==> src/rtl/lhs_pkg.sv <==
// Shared types, codes and constants of the latency histogram statistics block.
package lhs_pkg;

   localparam int TIME_W = 32;
   localparam int CNT_W = 40;
   localparam int SUM_W = 64;
   localparam int BKT_W = 32;
   localparam int X_W = 47;
   localparam int BKT_US = 1000;
   localparam int RECIP_W = 29;
   localparam logic [RECIP_W-1:0] RECIP = 29'd274877907;
   localparam int RECIP_SHIFT = 38;
   localparam int PROD_W = TIME_W + RECIP_W;

   localparam logic [1:0] REQ_RECORD = 2'd0;
   localparam logic [1:0] REQ_QUERY = 2'd1;
   localparam logic [1:0] REQ_CLEAR = 2'd2;

   typedef struct packed {
      logic [1:0] req_type;
      logic [TIME_W-1:0] latency_us;
      logic ok_flag;
   } req_item_type;

   typedef struct packed {
      logic [CNT_W-1:0] total_count;
      logic [CNT_W-1:0] success_count;
      logic [CNT_W-1:0] fail_count;
      logic [SUM_W-1:0] time_sum;
      logic [TIME_W-1:0] min_time;
      logic [TIME_W-1:0] max_time;
      logic [TIME_W-1:0] p95_time;
      logic [TIME_W-1:0] p99_time;
   } rsp_item_type;

   typedef enum logic [2:0] {
      ST_CLEAR,
      ST_IDLE,
      ST_REC_MUL,
      ST_REC_READ,
      ST_REC_WRITE,
      ST_Q_INIT,
      ST_Q_WALK,
      ST_Q_DONE
   } state_type;

   typedef struct packed {
      logic rec_stats;
      logic clr_stats;
      logic addr_rst;
      logic mul;
      logic rd_rec;
      logic wr_rec;
      logic clr_wr;
      logic q_init;
      logic walk;
      logic out_load;
   } cmd_type;

   typedef struct packed {
      logic addr_end;
      logic walk_done;
      logic out_free;
   } status_type;

endpackage

==> src/rtl/lhs_controller.sv <==
// Controller: sequences record, query and clear items over the datapath.
module lhs_controller (
   input  logic                clock,
   input  logic                reset,
   input  logic                req_valid,
   input  logic [1:0]          req_kind,
   input  lhs_pkg::status_type status,
   output logic                req_stall,
   output lhs_pkg::cmd_type    cmd
);
   import lhs_pkg::*;

   state_type state_ff, state_in;
   logic accept;

   assign accept = (state_ff == ST_IDLE) && req_valid;

   always_ff @(posedge clock) begin
      if (reset) begin
         state_ff <= ST_CLEAR;
      end else begin
         state_ff <= state_in;
      end
   end

   always_comb begin
      state_in = state_ff;
      unique case (state_ff)
         ST_CLEAR: begin
            if (status.addr_end) begin
               state_in = ST_IDLE;
            end
         end
         ST_IDLE: begin
            if (req_valid) begin
               unique case (req_kind)
                  REQ_RECORD: state_in = ST_REC_MUL;
                  REQ_QUERY: state_in = ST_Q_INIT;
                  REQ_CLEAR: state_in = ST_CLEAR;
                  default: state_in = ST_IDLE;
               endcase
            end
         end
         ST_REC_MUL: state_in = ST_REC_READ;
         ST_REC_READ: state_in = ST_REC_WRITE;
         ST_REC_WRITE: state_in = ST_IDLE;
         ST_Q_INIT: state_in = ST_Q_WALK;
         ST_Q_WALK: begin
            if (status.walk_done) begin
               state_in = ST_Q_DONE;
            end
         end
         ST_Q_DONE: begin
            if (status.out_free) begin
               state_in = ST_IDLE;
            end
         end
         default: state_in = ST_IDLE;
      endcase
   end

   always_comb begin
      cmd = '0;
      req_stall = (state_ff != ST_IDLE);
      unique case (state_ff)
         ST_CLEAR: cmd.clr_wr = 1'b1;
         ST_IDLE: begin
            cmd.rec_stats = accept && (req_kind == REQ_RECORD);
            cmd.clr_stats = accept && (req_kind == REQ_CLEAR);
            cmd.addr_rst = accept && (req_kind == REQ_CLEAR);
         end
         ST_REC_MUL: cmd.mul = 1'b1;
         ST_REC_READ: cmd.rd_rec = 1'b1;
         ST_REC_WRITE: cmd.wr_rec = 1'b1;
         ST_Q_INIT: begin
            cmd.q_init = 1'b1;
            cmd.addr_rst = 1'b1;
         end
         ST_Q_WALK: cmd.walk = 1'b1;
         ST_Q_DONE: cmd.out_load = status.out_free;
         default: cmd = '0;
      endcase
   end

endmodule

==> config.mk <==
export PLATFORM = sky130hd
export DESIGN_NAME = lhs_controller
export DESIGN_NICKNAME = d
export VERILOG_FILES = /design/src/rtl/lhs_pkg.sv /design/src/rtl/lhs_controller.sv
export SDC_FILE = /design/constraint.sdc
export NUM_CORES = 1
export LEC_CHECK = 0
export ABC_CLOCK_PERIOD_IN_PS = 1570
export BUFFER_PORTS_ARGS = -buffer_cell sky130_fd_sc_hd__buf_2
export CAP_MARGIN = 20
export CORE_AREA = 2 2 39 41
export CTS_CLUSTER_SIZE = 12
export DETAILED_ROUTE_END_ITERATION = 8
export DIE_AREA = 0 0 41 43
export PLACE_DENSITY = 0.46
export SETUP_SLACK_MARGIN = 0.1
export SYNTH_ARGS = -nofsm -noshare
export SYNTH_HDL_FRONTEND = slang
export SYNTH_SLANG_ARGS = --single-unit
==> constraint.sdc <==
create_clock -name clock -period 1.57 [get_ports clock]
set_input_delay 0.2355 -clock clock [delete_from_list [all_inputs] [get_ports clock]]
set_output_delay 0.2355 -clock clock [all_outputs]
set_load 0.005 [all_outputs]
==> out/qor.txt <==
Post-DP HPWL = 653.1 microns
Initial antenna violation count = 0
Dpl cells = 82
Core area = 1384 sq um
Layout area overhead = 56.39%
Internal Power = 240.8 uW
Pwr/cell area = 677.6 nW/um^2
Yosys reg bits = 3
Crit-path slowest cell = dfxtp_2
Worst-path cell chain = nor2b_4 > and3_4 > and2_4 > or2_1 > buf_2
Wire length of the first global-routing pass = 1531 microns
Critical R2R Capture = state_ff[2]$_SDFFE_PP0P_
Pins Over Slew Limit = 0
Worst Hold Path Cells = 2
Crit start category = register
Largest net degree at the start of global routing = 16
Sequential power share = 0.248
Reg2Reg Depth = 5
Die Area = 1763 sq um
Clock network power share = 0.397
Vias in the first global route = 364
Final Hold Viols = 0
Vias = 425
Routed Antenna Nets = 0
Initial Util = 0.2405
Distinct cells, synth = 25
Arr. time, crit path = 1.25 ns
Vias per cell = 4.775
Drt pass-1 iters = 4
Final worst slack = 0.08387 ns
Global route overflow = 0
Hold path startpoint = reset
Num rows = 14
Worst slew pin tran = 0.2496 ns
Switching pwr = 111.8 uW
Critical Path RT = 1.33 ns
Syn nets = 56
Reg-to-reg setup timing slack = 0.23 ns
R2r startpoint = state_ff[2]$_SDFFE_PP0P_
Final core utilization = 0.3761
Fraction of layout cells with a size suffix above 1 = 0.5205
HP Class = input port to register
Syn Inst Count = 48
Total track usage = 0.1311
Hold path endpoint = state_ff[0]$_SDFFE_PP0P_
Tmin final = 1.486 ns
CTS tree = yes
Setup crit end kind = output port
Sink Count = 3
Most flop-heavy register = state_ff
Detailed Route Iter0 Violations = 4
Number of H-tree levels = 1
Status = finished clean
Total Neg Setup Slack = 0 ns
Register area share after synthesis = 0.1805
Max FFs per register = 3
Synth Flop Type = dfxtp_1
Leakage power = 0.0002610 uW
Crit path max fanout = 3
Comb pwr share = 0.355
Worst skew pair latency = 0.23 ns
Clock skew = 0.0004395 ns
Synth Warn # = 0
WP buf/inv = 1
Final worst path period share = 0.9466
Relative slew slack = 0.8333
Largest regs = state_ff x3
Die height = 43 microns
Final net count = 82
CP Class = register to output port
CP peak stage delay = 0.31 ns
Syn avg cell area = 6.934 sq um
CP top delay family = simple AND/OR/NAND/NOR gates
Clk buf depth = 2
Pre-CTS WS = 0.2110 ns
Inserted Clock Buffers = 3
Clk root buf = clkbuf_4
Maximum vdd drop = 0.0005686 V
Fill cells = 155
Post-Syn Area = 332.8 sq um
Routability cong. = 0.7223
Finished Layout Cells = 89
Buffers on Ports = 18
Switching Fraction = 0.3171
Setup-failing EPs final = 0
DRC Markers = 0
Ports = 19
Drt total wl = 969 microns
ANT cells = 0
Number of max-cap violations = 0
Fmax = 672.9 MHz
Hold WS = 0.2237 ns
Die Wd = 41 microns
Share of flip-flops with an asynchronous set or reset = 0
Worst-path clk slew = 0.04 ns
Post-synth EDFFs = 0
Drt wl/cell = 10.89 microns
RSZ-0062 raised after global routing = true
repair_timing:
item	4_1_cts	5_1_grt
setup buffers	1	2
hold buffers	0	0
resized for setup	8	1
pin swaps	3	0
endpoints found under the hold margin	0	0
endpoints found under the setup margin	3	2
cell families (layout without fill, tap and decap cells):
family                 after synthesis  in the layout  synth area share
muxes                                1              1           0.03383
and+or+nand+nor                     28             28            0.4813
buffers and inverters                5             30           0.08644
AOI/OAI and AO/OA                   11             11            0.2180
DFF                                  3              3            0.1805
cells in the mapped netlist (2+ instances only):
| master | instances | share of area |
|---|---|---|
| dfxtp_1 | 3 | 0.18 |
| nor3b_1 | 2 | 0.045 |
| nor2_1 | 3 | 0.034 |
| and2_1 | 3 | 0.056 |
| nor2b_1 | 3 | 0.056 |
| a21oi_1 | 4 | 0.060 |
| nor3_1 | 6 | 0.090 |
| and3_1 | 3 | 0.056 |
| o21ai_0 | 2 | 0.030 |
| buf_2 | 2 | 0.030 |
| nand2_1 | 3 | 0.034 |
power groups by stage:
stage / sequential [uW] / clock, uW / combinational [uW]
2_1_floorplan: 90.6 / 0 / 64.1
3_3_place_gp: 88.0 / 0 / 107
3_5_place_dp: 88.0 / 0 / 106
4_1_cts: 87.6 / 142 / 116
5_1_grt: 88.2 / 158 / 140
6_report: 87.5 / 140 / 125
area by class of cell:
cell class,count,area [sq um],area share
clock buffer,4,26.28,0.05048
inverter,2,7.507,0.01442
multi-input combinational,40,261.5,0.5024
timing repair buffer,24,138.9,0.2668
tap,16,20.02,0.03846
sequential,3,66.31,0.1274
worst max-delay path by stage:
stage                              from  endpoint  slack (ns)  cells past startpoint
6_report       state_ff[0]$_SDFFE_PP0P_    cmd[7]        0.08                      5
5_1_grt        state_ff[0]$_SDFFE_PP0P_    cmd[7]        0.03                      5
4_1_cts        state_ff[2]$_SDFFE_PP0P_    cmd[7]        0.07                      5
3_5_place_dp   state_ff[2]$_SDFFE_PP0P_    cmd[7]        0.21                      5
3_3_place_gp   state_ff[2]$_SDFFE_PP0P_    cmd[7]        0.21                      5
2_1_floorplan  state_ff[2]$_SDFFE_PP0P_    cmd[7]        0.25                      5
per-stage QoR:
stage                     power, uW  cell area [sq um]
after floorplan               154.7              332.8
after global placement        194.8              444.2
after detailed placement      193.6              444.2
after CTS                     346.0              500.5
after global routing          386.6              520.5
final                         352.7              520.5
cell usage in the layout (no fill, tap or decap), drive strengths merged:
cell type / instances
a2111oi: 1
a21oi: 4
a31oi: 1
and2: 3
and3: 3
and3b: 1
buf: 24
clkbuf: 4
dfxtp: 3
inv: 2
mux2: 1
nand2: 3
nand2b: 1
nor2: 4
nor2b: 4
nor3: 6
nor3b: 2
o211ai: 1
o21ai: 4
or2: 1
routing by layer:
layer | global-route usage | part of all wire | up-vias
li1 | - | - | 219
met1 | 0.1497 | 0.44 | 192
met2 | 0.1969 | 0.50 | 14
met3 | 0.06283 | 0.055 | 0
met4 | 0.06000 | 0 | 0
met5 | 0 | 0 | -
Note: power is estimated with default switching activity, not from simulation.
